==> src/rtl/tfhd_pkg.sv <==
`default_nettype none
// ----------------------------------------------------------------------------
// tfhd_pkg: shared types and constants of the tank sequencer
// Phase codes, register indexes, reset loads, request and result layouts.
// ----------------------------------------------------------------------------
package tfhd_pkg;

    localparam int TIMER_BITS_DEF = 10;
    localparam int CFG_W          = 10;
    localparam int CFG_IDX_W      = 3;
    localparam int NUM_LOADS      = 6;
    localparam int THR_W          = 10;
    localparam int TICKS_W        = 10;
    localparam int S_TDATA_W      = 8;
    localparam int M_TDATA_W      = 32;

    localparam logic [THR_W-1:0] THR_MIN   = 10'd10;
    localparam logic [THR_W-1:0] THR_MAX   = 10'd990;
    localparam logic [THR_W-1:0] THR_RESET = 10'd300;

    typedef enum logic [2:0] {
        PH_START      = 3'd0,
        PH_FILL_A     = 3'd1,
        PH_FILL_B     = 3'd2,
        PH_HEAT_FIXED = 3'd3,
        PH_HEAT_MAX   = 3'd4,
        PH_DRAIN      = 3'd5,
        PH_PAUSE      = 3'd6
    } t_phase;

    typedef enum logic [CFG_IDX_W-1:0] {
        CFG_FILL_A     = 3'd0,
        CFG_FILL_B     = 3'd1,
        CFG_HEAT_FIXED = 3'd2,
        CFG_HEAT_EXTRA = 3'd3,
        CFG_DRAIN      = 3'd4,
        CFG_PAUSE      = 3'd5
    } t_cfg_idx;

    typedef logic [NUM_LOADS-1:0][CFG_W-1:0] t_loads;

    localparam t_loads LOAD_RESET = {10'd20, 10'd20, 10'd100, 10'd100, 10'd10, 10'd30};

    typedef struct packed {
        logic lower_button;
        logic raise_button;
        logic temp_sensor;
        logic level_sensor;
        logic full_sensor;
    } t_tick;

    typedef struct packed {
        logic [THR_W-1:0]   threshold_tenths;
        logic [TICKS_W-1:0] ticks_left;
        logic [2:0]         phase;
        logic               heater_on;
        logic               drain_valve;
        logic               fill_valve_b;
        logic               fill_valve_a;
    } t_result;

    typedef struct packed {
        logic main_valid;
        logic skid_valid;
    } t_buf_status;

endpackage

`default_nettype wire

==> src/rtl/tfhd_cfg.sv <==
`default_nettype none
// ----------------------------------------------------------------------------
// tfhd_cfg: phase load registers
// Six write-only counter loads, written by index; unknown indexes are dropped.
// ----------------------------------------------------------------------------
module tfhd_cfg (
    input  wire logic                           i_clk,
    input  wire logic                           i_rst_n,
    input  wire logic                           i_cfg_we,
    input  wire logic [tfhd_pkg::CFG_IDX_W-1:0] i_cfg_idx,
    input  wire logic [tfhd_pkg::CFG_W-1:0]     i_cfg_wdata,
    output      tfhd_pkg::t_loads               o_loads
);
    import tfhd_pkg::*;

    t_loads r_loads;

    always_ff @(posedge i_clk) begin
        if (!i_rst_n) begin
            r_loads <= LOAD_RESET;
        end else if (i_cfg_we) begin
            unique case (i_cfg_idx)
                CFG_FILL_A:     r_loads[CFG_FILL_A]     <= i_cfg_wdata;
                CFG_FILL_B:     r_loads[CFG_FILL_B]     <= i_cfg_wdata;
                CFG_HEAT_FIXED: r_loads[CFG_HEAT_FIXED] <= i_cfg_wdata;
                CFG_HEAT_EXTRA: r_loads[CFG_HEAT_EXTRA] <= i_cfg_wdata;
                CFG_DRAIN:      r_loads[CFG_DRAIN]      <= i_cfg_wdata;
                CFG_PAUSE:      r_loads[CFG_PAUSE]      <= i_cfg_wdata;
                default:        r_loads <= r_loads;
            endcase
        end
    end

    assign o_loads = r_loads;

endmodule

`default_nettype wire

==> src/rtl/tfhd_step.sv <==
`default_nettype none
// ----------------------------------------------------------------------------
// tfhd_step: phase sequencer, tick counter and threshold
// Computes one tick's result from the held state and advances on accept.
// ----------------------------------------------------------------------------
module tfhd_step #(
    parameter int TIMER_BITS = tfhd_pkg::TIMER_BITS_DEF
) (
    input  wire logic              i_clk,
    input  wire logic              i_rst_n,
    input  wire logic              i_accept,
    input  wire tfhd_pkg::t_tick   i_tick,
    input  wire tfhd_pkg::t_loads  i_loads,
    output      tfhd_pkg::t_result o_result
);
    import tfhd_pkg::*;

    logic [2:0]            r_phase;
    logic [TIMER_BITS-1:0] r_count;
    logic [THR_W-1:0]      r_thr;

    logic [2:0]            n_phase;
    logic [TIMER_BITS-1:0] n_count;
    logic [THR_W-1:0]      n_thr;

    logic                  w_enter;
    logic [CFG_W-1:0]      w_load;
    logic [TIMER_BITS-1:0] w_loaded;
    logic                  w_zero;
    logic [THR_W:0]        w_t;
    logic                  w_va;
    logic                  w_vb;
    logic                  w_vd;
    logic                  w_ht;

    assign w_zero = (r_count == '0);

    always_comb begin
        w_va    = 1'b0;
        w_vb    = 1'b0;
        w_vd    = 1'b0;
        w_ht    = 1'b0;
        w_enter = 1'b0;
        n_phase = r_phase;
        unique case (r_phase)
            PH_FILL_A: begin
                w_va = 1'b1;
                if (i_tick.full_sensor) begin
                    w_enter = 1'b1;
                    n_phase = PH_HEAT_FIXED;
                end else if (w_zero) begin
                    w_enter = 1'b1;
                    n_phase = PH_FILL_B;
                end
            end
            PH_FILL_B: begin
                w_vb = 1'b1;
                if (i_tick.full_sensor) begin
                    w_enter = 1'b1;
                    n_phase = PH_HEAT_FIXED;
                end else if (w_zero) begin
                    w_enter = 1'b1;
                    n_phase = PH_FILL_A;
                end
            end
            PH_HEAT_FIXED: begin
                w_ht = 1'b1;
                if (w_zero) begin
                    w_enter = 1'b1;
                    n_phase = i_tick.temp_sensor ? PH_DRAIN : PH_HEAT_MAX;
                end
            end
            PH_HEAT_MAX: begin
                w_ht = 1'b1;
                if (i_tick.temp_sensor || w_zero) begin
                    w_enter = 1'b1;
                    n_phase = PH_DRAIN;
                end
            end
            PH_DRAIN: begin
                w_vd = 1'b1;
                if (!i_tick.level_sensor) begin
                    w_enter = 1'b1;
                    n_phase = PH_FILL_A;
                end else if (w_zero) begin
                    w_enter = 1'b1;
                    n_phase = PH_PAUSE;
                end
            end
            PH_PAUSE: begin
                if (!i_tick.level_sensor) begin
                    w_enter = 1'b1;
                    n_phase = PH_FILL_A;
                end else if (w_zero) begin
                    w_enter = 1'b1;
                    n_phase = PH_DRAIN;
                end
            end
            // start phase and the unused code both move to fill A
            default: begin
                w_enter = 1'b1;
                n_phase = PH_FILL_A;
            end
        endcase
    end

    always_comb begin
        case (n_phase)
            PH_FILL_A:     w_load = i_loads[CFG_FILL_A];
            PH_FILL_B:     w_load = i_loads[CFG_FILL_B];
            PH_HEAT_FIXED: w_load = i_loads[CFG_HEAT_FIXED];
            PH_HEAT_MAX:   w_load = i_loads[CFG_HEAT_EXTRA];
            PH_DRAIN:      w_load = i_loads[CFG_DRAIN];
            PH_PAUSE:      w_load = i_loads[CFG_PAUSE];
            default:       w_load = '0;
        endcase
    end

    assign w_loaded = w_enter ? TIMER_BITS'(w_load) : r_count;

    // decrement on every step, also right after a load, stopping at zero
    assign n_count = (w_loaded != '0) ? w_loaded - 1'b1 : w_loaded;

    always_comb begin
        w_t = {1'b0, r_thr} + {{THR_W{1'b0}}, i_tick.raise_button};
        if (i_tick.lower_button && (w_t != '0)) begin
            w_t = w_t - 1'b1;
        end
        if (w_t > {1'b0, THR_MAX}) begin
            n_thr = THR_MAX;
        end else if (w_t < {1'b0, THR_MIN}) begin
            n_thr = THR_MIN;
        end else begin
            n_thr = w_t[THR_W-1:0];
        end
    end

    always_ff @(posedge i_clk) begin
        if (!i_rst_n) begin
            r_phase <= PH_START;
            r_count <= '0;
            r_thr   <= THR_RESET;
        end else if (i_accept) begin
            r_phase <= n_phase;
            r_count <= n_count;
            r_thr   <= n_thr;
        end
    end

    always_comb begin
        o_result.fill_valve_a     = w_va;
        o_result.fill_valve_b     = w_vb;
        o_result.drain_valve      = w_vd;
        o_result.heater_on        = w_ht;
        o_result.phase            = n_phase;
        o_result.ticks_left       = TICKS_W'(n_count);
        o_result.threshold_tenths = n_thr;
    end

endmodule

`default_nettype wire

==> src/rtl/tfhd_oreg.sv <==
`default_nettype none
// ----------------------------------------------------------------------------
// tfhd_oreg: result register with skid stage
// Holds up to two results so a request is taken while one still waits.
// ----------------------------------------------------------------------------
module tfhd_oreg (
    input  wire logic                  i_clk,
    input  wire logic                  i_rst_n,
    input  wire logic                  i_push,
    input  wire tfhd_pkg::t_result     i_result,
    output      logic                  o_ready,
    output      logic                  o_valid,
    input  wire logic                  i_pop_ready,
    output      tfhd_pkg::t_result     o_result,
    output      tfhd_pkg::t_buf_status o_status
);
    import tfhd_pkg::*;

    logic    r_main_v;
    logic    r_skid_v;
    t_result r_main;
    t_result r_skid;
    logic    w_pop;

    assign w_pop   = r_main_v && i_pop_ready;
    assign o_ready = !r_skid_v;

    always_ff @(posedge i_clk) begin
        if (!i_rst_n) begin
            r_main_v <= 1'b0;
            r_skid_v <= 1'b0;
        end else if (!r_main_v || w_pop) begin
            if (r_skid_v) begin
                r_main_v <= 1'b1;
                r_skid_v <= 1'b0;
            end else begin
                r_main_v <= i_push;
            end
        end else if (i_push) begin
            r_skid_v <= 1'b1;
        end
    end

    always_ff @(posedge i_clk) begin
        if (!r_main_v || w_pop) begin
            r_main <= r_skid_v ? r_skid : i_result;
        end else if (i_push) begin
            r_skid <= i_result;
        end
    end

    assign o_valid             = r_main_v;
    assign o_result            = r_main;
    assign o_status.main_valid = r_main_v;
    assign o_status.skid_valid = r_skid_v;

endmodule

`default_nettype wire

==> src/rtl/tank_fill_heat_drain_sequencer_core.sv <==
`default_nettype none
// ----------------------------------------------------------------------------
// tank_fill_heat_drain_sequencer_core: tank fill, heat and drain sequencer
// One request per control tick; one result with drives, phase, counter and
// temperature threshold per request.
// ----------------------------------------------------------------------------
// Usage:
//   Slave stream: each request is one tick of sensor and button bits. The
//   request updates phase, tick counter and threshold at the accepting edge.
//   Master stream: one result per request, in order, from a result register,
//   or from the skid entry after a stall. Throughput is one request per cycle
//   while the buffer has room; the phase, counter and threshold update is a
//   single pass of logic between the state and result registers.
//   A two-entry result buffer keeps s_axis_tready high while one result waits;
//   if the receiver stalls with both entries full, s_axis_tready drops until a
//   result is taken.
//   Configuration: write phase loads through i_cfg_we/i_cfg_idx/i_cfg_wdata
//   while no request is in flight. Indexes beyond the last load are dropped.
//   Reset (synchronous, active low): start phase, counter zero, threshold
//   300 tenths, loads to their defaults, result buffer empty.
// ----------------------------------------------------------------------------
module tank_fill_heat_drain_sequencer_core #(
    parameter int TIMER_BITS = tfhd_pkg::TIMER_BITS_DEF
) (
    input  wire logic                           i_clk,
    input  wire logic                           i_rst_n,
    input  wire logic                           s_axis_tvalid,
    output      logic                           s_axis_tready,
    // [0] full_sensor, [1] level_sensor, [2] temp_sensor, [3] raise_button,
    // [4] lower_button, [7:5] zero
    input  wire logic [tfhd_pkg::S_TDATA_W-1:0] s_axis_tdata,
    output      logic                           m_axis_tvalid,
    input  wire logic                           m_axis_tready,
    // [0] fill_valve_a, [1] fill_valve_b, [2] drain_valve, [3] heater_on,
    // [6:4] phase, [16:7] ticks_left, [26:17] threshold_tenths, [31:27] zero
    output      logic [tfhd_pkg::M_TDATA_W-1:0] m_axis_tdata,
    input  wire logic                           i_cfg_we,
    input  wire logic [tfhd_pkg::CFG_IDX_W-1:0] i_cfg_idx,
    input  wire logic [tfhd_pkg::CFG_W-1:0]     i_cfg_wdata
);
    import tfhd_pkg::*;

    t_loads      w_loads;
    t_tick       w_tick;
    t_result     w_result;
    t_result     w_out;
    t_buf_status w_status;
    logic        w_accept;

    assign w_tick   = t_tick'(s_axis_tdata[$bits(t_tick)-1:0]);
    assign w_accept = s_axis_tvalid && s_axis_tready;

    tfhd_cfg u_cfg (
        .i_clk       (i_clk),
        .i_rst_n     (i_rst_n),
        .i_cfg_we    (i_cfg_we),
        .i_cfg_idx   (i_cfg_idx),
        .i_cfg_wdata (i_cfg_wdata),
        .o_loads     (w_loads)
    );

    tfhd_step #(
        .TIMER_BITS (TIMER_BITS)
    ) u_step (
        .i_clk    (i_clk),
        .i_rst_n  (i_rst_n),
        .i_accept (w_accept),
        .i_tick   (w_tick),
        .i_loads  (w_loads),
        .o_result (w_result)
    );

    tfhd_oreg u_oreg (
        .i_clk       (i_clk),
        .i_rst_n     (i_rst_n),
        .i_push      (w_accept),
        .i_result    (w_result),
        .o_ready     (s_axis_tready),
        .o_valid     (m_axis_tvalid),
        .i_pop_ready (m_axis_tready),
        .o_result    (w_out),
        .o_status    (w_status)
    );

    assign m_axis_tdata = M_TDATA_W'(w_out);

    a_phase_code : assert property (@(posedge i_clk) disable iff (!i_rst_n)
        m_axis_tvalid |-> (w_out.phase != 3'd7))
        else $error("result carries unused phase code");

    a_thr_range : assert property (@(posedge i_clk) disable iff (!i_rst_n)
        m_axis_tvalid |-> (w_out.threshold_tenths >= THR_MIN
                           && w_out.threshold_tenths <= THR_MAX))
        else $error("threshold outside saturation range");

    a_skid_order : assert property (@(posedge i_clk) disable iff (!i_rst_n)
        w_status.skid_valid |-> w_status.main_valid)
        else $error("skid entry held with empty result register");

    a_skid_fill : assert property (@(posedge i_clk) disable iff (!i_rst_n)
        (w_accept && m_axis_tvalid && !m_axis_tready) |=> w_status.skid_valid)
        else $error("request dropped while result stalled");

endmodule

`default_nettype wire
==> config.mk <==
export PLATFORM = sky130hd
export DESIGN_NAME = tank_fill_heat_drain_sequencer_core
export DESIGN_NICKNAME = d
export VERILOG_FILES = /design/src/rtl/tfhd_pkg.sv /design/src/rtl/tfhd_cfg.sv /design/src/rtl/tfhd_step.sv /design/src/rtl/tfhd_oreg.sv /design/src/rtl/tank_fill_heat_drain_sequencer_core.sv
export SDC_FILE = /design/constraint.sdc
export NUM_CORES = 1
export LEC_CHECK = 0
export BUFFER_PORTS_ARGS = -buffer_cell sky130_fd_sc_hd__buf_2
export CORE_UTILIZATION = 54
export CTS_BUF_LIST = sky130_fd_sc_hd__clkbuf_8 sky130_fd_sc_hd__clkbuf_16
export DETAILED_ROUTE_END_ITERATION = 8
export GPL_ROUTABILITY_DRIVEN = 0
export PLACE_DENSITY_LB_ADDON = 0.1
export SLEW_MARGIN = 20
export SYNTH_ARGS = -nofsm -noshare
export SYNTH_HDL_FRONTEND = slang
export SYNTH_SLANG_ARGS = --single-unit
==> constraint.sdc <==
create_clock -name i_clk -period 3.65 [get_ports i_clk]
set_input_delay 0.1825 -clock i_clk [delete_from_list [all_inputs] [get_ports i_clk]]
set_output_delay 0.1825 -clock i_clk [all_outputs]
set_load 0.01 [all_outputs]
==> key figures, run 1 <==
Worst hold path
  – WHS Path Cells: 3
  – Hold crit path type: in -> reg

STA
  – Setup Skew: about 0.0086 ns
  – Worst Max-Slew Pin Slew: 1.09 ns
  – Final Hold Fails: 0
  – Setup-failing EPs final: 3
  – RSZ-0062 raised after global routing: yes
  – Min Tclk post-route: 3.71 ns
  – Post-route clock period utilization: 102%
  – Final Max Tran Viols: 0
  – Max-slew headroom: roughly 27%
  – Total negative slack: -0.0791 ns
  – Peak Freq: between 0.2 and 0.3 GHz
  – Worst setup margin: -0.0598 ns

Synthesis
  – Avg Synthesized Cell Area: slightly above 9 um^2
  – Post-synthesis cell type count: 80
  – Post-synth top area cell: dfxtp_1
  – Synth Instances: a little under 800
  – Synth top area share: between 20% and 30%
  – Yosys warning count: 0
  – Sequential-to-total area share from yosys stat: 46.1%
  – Area contributors post-synth: dfxtp_1 24%, edfxtp_1 22%, nand2_1 8.7%
  – Synth async-reset ratio: 0%
  – Cell Area, Synth: about 0.0072 mm^2
  – Number of synthesized flops with an enable pin: 54
  – Synthesized flop and latch total: approximately 140
  – Most used DFF post-synth: dfxtp_1

Run status
  – Status: finished with violations
  – Failing checks: setup timing

Job
  – MaxCap Viol Count: 0

Power and ir drop
  – Cell Pwr Density: 542 mW/mm^2
  – VDD IR-drop max: ~0.0004 V
  – Static Leakage: 3.73 nW
  – Power, Total: about 5 mW

Final layout
  – Ratio of cells with drive above 1 in the final layout: roughly a third
  – Area growth from synthesis to layout: 29.9%
  – Layout Nets: roughly 950
  – Util after Layout: ~73%
  – # diodes: 0
  – Commonest non-fill, non-tap cell in the layout: nand2_1
  – Most frequent cells in the layout: 166 x nand2_1, 103 x buf_4, 80 x dfxtp_1, 54 x edfxtp_1, 51 x buf_2

Clock network
  – H-tree depth: 4
  – Clock-pin slew on the worst setup and hold paths: about 0.06 ns
  – CTS buffer count: 17
  – Longest Clk Path Bufs: 2
  – Clock Tree Root: clkbuf_16
  – TritonCTS clock tree: done
  – Clk sinks: between 100 and 150
  – Worst skew pair latency: 0.42 ns

Die
  – Core Area: 0.0128 mm^2
  – Die H: approximately 120 um
  – Io pins: 60
  – Initial Utilization: about 56%
  – Die Span X: 118 um
  – Row Count: 41
  – Die area: between 0.01 and 0.015 mm^2

Placement
  – Post-DP HPWL: between 10000 and 15000 um
  – Setup WS pre-CTS: -0.144 ns
  – IO buf count: 51

Worst setup path
  – Critical path class: reg -> reg
  – Slowest-stage cell, CP: or4_4
  – Worst Path Required: 3.82 ns
  – CP max stage delay: 0.55 ns
  – Worst Setup Start Kind: flip-flop
  – Worst-path cell chain: or4_4 -> o311ai_4 -> o31a_1 -> and2_4 -> inv_8 -> a2111oi_4 -> o22a_2 -> and4bb_4 -> nand4_4 -> or3b_4 -> mux2_4 -> mux2_4
  – CP dominant cell by count: mux2_4
  – Setup crit end kind: flip-flop
  – CP Max Fanout: 11
  – CP arrival: a little under 4 ns
  – R2R cell count: 12

Global routing
  – GRT Total Usage: roughly 28%
  – Number of global-route vias before repair: ~6000
  – Antenna violations before repair: 0
  – First-pass GRT wire length: slightly above 30000 um
  – GR Overflow Total: 0
  – Largest net degree at the start of global routing: 62

Drt
  – Post-route ant nets: 0
  – Final wirelength: between 15000 and 20000 um
  – Avg WL per Cell: about 18 um
  – Residual DRC count: 0
  – Via count: roughly 6500
  – Number of DRC violations after detailed-routing iteration 0: 631
  – TritonRoute pass-1 iters: 5
  – Drt via density: a little under 6
## sequential cells by signal (all words and copies together), names as in the netlist
signal	count
u_cfg.o_loads	60
u_oreg.o_result	27
u_oreg.o_valid	1
u_oreg.r_skid	27
u_oreg.r_skid_v	1
u_step.r_count	10
u_step.r_phase	3
u_step.r_thr	10
## cell usage after synthesis, drive strengths merged, types with 5 or more instances
cell,number
mux2,28
nand3,48
dfxtp,85
nor2,33
and3,8
xor2,10
nand2,167
a21boi,49
nand2b,10
a31oi,13
xnor2,15
inv,19
nor3,14
o21ba,7
nor3b,9
edfxtp,54
nand4,6
mux2i,9
o211a,5
and2,6
o21ai,24
nor2b,10
a21oi,17
a211oi,5
buf,16
clkbuf,29
o211ai,6
## cell type report
| type | count | area (um^2) |
|---|---|---|
| clock inverter | 15 | 173 |
| timing repair buffer | 164 | 1150 |
| inverter | 19 | 81.3 |
| tap | 172 | 215 |
| clock buffer | 17 | 425 |
| multi-input combinational | 582 | 4000 |
| fill | 914 | 3460 |
| sequential | 139 | 3330 |
## routing by layer
layer  track usage [%]  share of wire [%]
met1              38.5                 44
met2              45.7                 48
met3              5.91                7.1
met4              8.81                1.5
met5                 0                  0
## stage by stage
step | hold WS, ns | std cells | area (um^2)
after CTS | 0.0443 | 1094 | 8990
after floorplan | 0.306 | 785 | 7290
final | 0.0514 | 1108 | 9370
after global routing | 0.0667 | 1108 | 9370
after global placement | 0.451 | 1059 | 8270
after detailed placement | 0.456 | 1059 | 8270
## power by group
group          total, mW  internal [mW]  switching [mW]
clock               1.75           1.07           0.678
sequential          1.85           1.78          0.0674
combinational       1.47          0.717           0.755
total               5.07           3.57            1.50
## critical path: cells and delay by family (launching register included)
family / cells / cell delay [ns]
AO/OA/AOI/OAI: 4 / 0.98
buffers and inverters: 1 / 0.06
AND/OR/NAND/NOR: 5 / 1.50
multiplexers: 2 / 0.57
flip-flops: 1 / 0.34
## what timing repair did
| item | in CTS | in global routing |
|---|---|---|
| setup buffers | 3 | 14 |
| pin swaps | 7 | 18 |
| endpoints found under the setup margin | 23 | 35 |
| hold buffers | 0 | 0 |
| hold endpoints to repair | 0 | 0 |
| resized for setup | 23 | 55 |
## cell families (layout without fill, tap and decap cells)
group / Yosys count / count (layout) / synth area share (%)
multiplexers: 37 / 37 / 5.73
adder cells (fa/ha/maj): 4 / 4 / 0.694
buffers and inverters: 64 / 215 / 3.94
flip-flops: 139 / 139 / 46.1
XOR/XNOR: 25 / 25 / 3.04
AND/OR/NAND/NOR: 340 / 340 / 22.7
AO/OA/AOI/OAI: 171 / 171 / 17.7
other: 1 / 5 / 0.0520
## final timing paths
kind / start / endpoint / slack [ns]
worst max-delay path: u_step.r_count[2] / u_oreg.o_result[15] / -0.06
worst min-delay path: i_cfg_wdata[6] / u_cfg.o_loads[26] / 0.05
worst max register to register: u_step.r_count[2] / u_oreg.o_result[15] / -0.06
worst min register to register: u_cfg.o_loads[55] / u_cfg.o_loads[55] / 0.46
Note: power is estimated with default switching activity, not from simulation.
==> run 2: changes to the inputs <==
- CORE_ASPECT_RATIO: default -> 2
- SETUP_SLACK_MARGIN: default -> 0.05
==> key figures, run 2 (synthesized netlist as in run 1, its figures left out) <==
STA
  – Peak Freq: roughly 0.27 GHz
  – Worst setup margin: -0.0533 ns
  – Final Max Tran Viols: 0
  – Worst Max-Slew Pin Slew: just over 1 ns
  – Final Hold Fails: 0
  – Max-slew headroom: between 30% and 40%
  – Post-route clock period utilization: 101%
  – Min Tclk post-route: approximately 3.7 ns
  – RSZ-0062 raised after global routing: yes
  – Setup-failing EPs final: 6
  – Setup Skew: 0.0112 ns

Clock network
  – Clk sinks: ~140
  – Longest Clk Path Bufs: 2
  – Worst skew pair latency: 0.42 ns
  – Clock Tree Root: clkbuf_16
  – TritonCTS clock tree: done
  – H-tree depth: 4
  – Clock-pin slew on the worst setup and hold paths: approximately 0.070 ns
  – Hold Buf Count CTS: 0
  – CTS buffer count: 17

Run status
  – Status: finished with violations
  – Failing checks: setup timing

Global routing
  – Number of global-route vias before repair: between 6000 and 7000
  – Antenna violations before repair: 0
  – GRT Total Usage: ~31%
  – GR Overflow Total: 0
  – Largest net degree at the start of global routing: 58
  – First-pass GRT wire length: between 30000 and 40000 um

Drt
  – Number of DRC violations after detailed-routing iteration 0: between 300 and 400
  – Residual DRC count: 0
  – Avg WL per Cell: between 15 and 20 um
  – Final wirelength: around 22000 um
  – TritonRoute pass-1 iters: 6
  – Via count: 6573
  – Drt via density: ~6.0
  – Post-route ant nets: 0

Worst setup path
  – Worst Setup SP: u_step.r_count[2]
  – R2R cell count: 12
  – Critical path class: reg -> reg
  – Worst Setup Start Kind: flip-flop
  – Setup crit end kind: flip-flop
  – R2R Path Start: u_step.r_count[2]
  – R2R Path End: u_oreg.o_result[15]
  – R2R setup slack: -0.05 ns
  – CP arrival: between 3 and 4 ns
  – CP Max Fanout: 5
  – End of the critical path: u_oreg.o_result[15]
  – Worst Path Required: roughly 3.8 ns

Final layout
  – Commonest non-fill, non-tap cell in the layout: nand2_1
  – Util after Layout: around 74%
  – Area growth from synthesis to layout: 33.3%
  – Most frequent cells in the layout: 166 x nand2_1, 108 x buf_4, 78 x dfxtp_1, 54 x edfxtp_1, 51 x buf_2
  – Fillers: around 940
  – Non-filler cells, final: 1100
  – # diodes: 0
  – Layout Nets: about 970
  – Ratio of cells with drive above 1 in the final layout: 35.1%
  – Largest register FFs: 60

Die
  – Die Span X: roughly 84 um
  – Core Area: ~0.013 mm^2
  – Row Count: 59
  – Io pins: 60
  – Die H: around 170 um
  – Die area: approximately 0.014 mm^2
  – Initial Utilization: a little under three fifths

Placement
  – Dpl cells: around 1000
  – Post-DP HPWL: about 15000 um
  – IO buf count: between 50 and 60

Power and ir drop
  – VDD IR-drop max: between 0.0004 and 0.0005 V
  – Static Leakage: between 3 and 4 nW
  – Cell Pwr Density: approximately 540 mW/mm^2

Worst hold path
  – Hold crit path type: in -> reg

Job
  – MaxCap Viol Count: 0
-- run 2: cell count changes in the layout (fill, tap and decap cells not counted), moves of 4 or more --
cell	before	now
clkinv_2	4	0
buf_4	103	108
buf_6	9	14
mux2_2	24	19
mux2_4	4	9
-- run 2: how the worst min path moves through the flow --
stage / startpoint / endpoint / slack (ns) / cells after the start
2_1_floorplan: i_cfg_wdata[1] / u_cfg.o_loads[11] / 0.31 / 2
3_3_place_gp: u_cfg.o_loads[4] / u_cfg.o_loads[4] / 0.45 / 2
3_5_place_dp: u_cfg.o_loads[22] / u_cfg.o_loads[22] / 0.46 / 2
4_1_cts: i_cfg_wdata[5] / u_cfg.o_loads[25] / 0.05 / 3
5_1_grt: i_cfg_wdata[5] / u_cfg.o_loads[25] / 0.06 / 3
6_report: i_cfg_wdata[6] / u_cfg.o_loads[26] / 0.05 / 3
-- run 2: per-layer routing --
layer / wire length [um] / up-vias / global-route usage, % / share of wire (%)
li1: - / 3109 / - / -
met1: 7250 / 3147 / 28.5 / 34
met2: 12200 / 232 / 61.5 / 57
met3: 708 / 85 / 4.62 / 3.3
met4: 1340 / 0 / 18.2 / 6.2
met5: 0 / - / 0 / 0
-- run 2: where the power goes --
group	leakage [nW]	internal [mW]	total (mW)	switching [mW]
combinational	2.32	0.797	1.61	0.810
sequential	1.22	1.78	1.86	0.0778
clock	0.293	0.978	1.73	0.751
-- run 2: critical path: stages, from the launching register on --
cell and delay [ns]:
dfxtp_2 0.34, or4_4 0.58, o311ai_4 0.27, o31a_1 0.19, and2_4 0.19, inv_6 0.05, a2111oi_4 0.30, o22a_2 0.22
and4bb_4 0.28, nand4_4 0.08, or3b_4 0.38, mux2_4 0.31, mux2_4 0.26
-- run 2: layout make-up --
cell class	instances	area (um^2)	area share (%)
multi-input combinational	582	4130	42.9
sequential	139	3340	34.7
timing repair buffer	176	1280	13.3
clock buffer	17	425	4.42
tap	152	190	1.98
clock inverter	15	181	1.89
inverter	19	76.3	0.794
-- run 2: through the flow --
stage          power [mW]  setup WS, ns  instance area (um^2)  setup TNS, ns  hold WS (ns)
2_1_floorplan        2.59        -0.118                  7290         -0.118         0.306
3_3_place_gp         3.11        -0.361                  8260          -2.43         0.448
3_5_place_dp         3.14        -0.416                  8260          -5.01         0.455
4_1_cts              5.00       -0.0241                  9240        -0.0506        0.0480
5_1_grt              5.40        -0.216                  9620          -2.14        0.0638
6_report             5.20       -0.0533                  9620         -0.218        0.0512
-- run 2: what timing repair did --
| action | 4_1_cts | 5_1_grt |
|---|---|---|
| setup buffers | 14 | 14 |
| pin swaps | 35 | 26 |
| resized for setup | 58 | 55 |
| setup endpoints to repair | 45 | 36 |
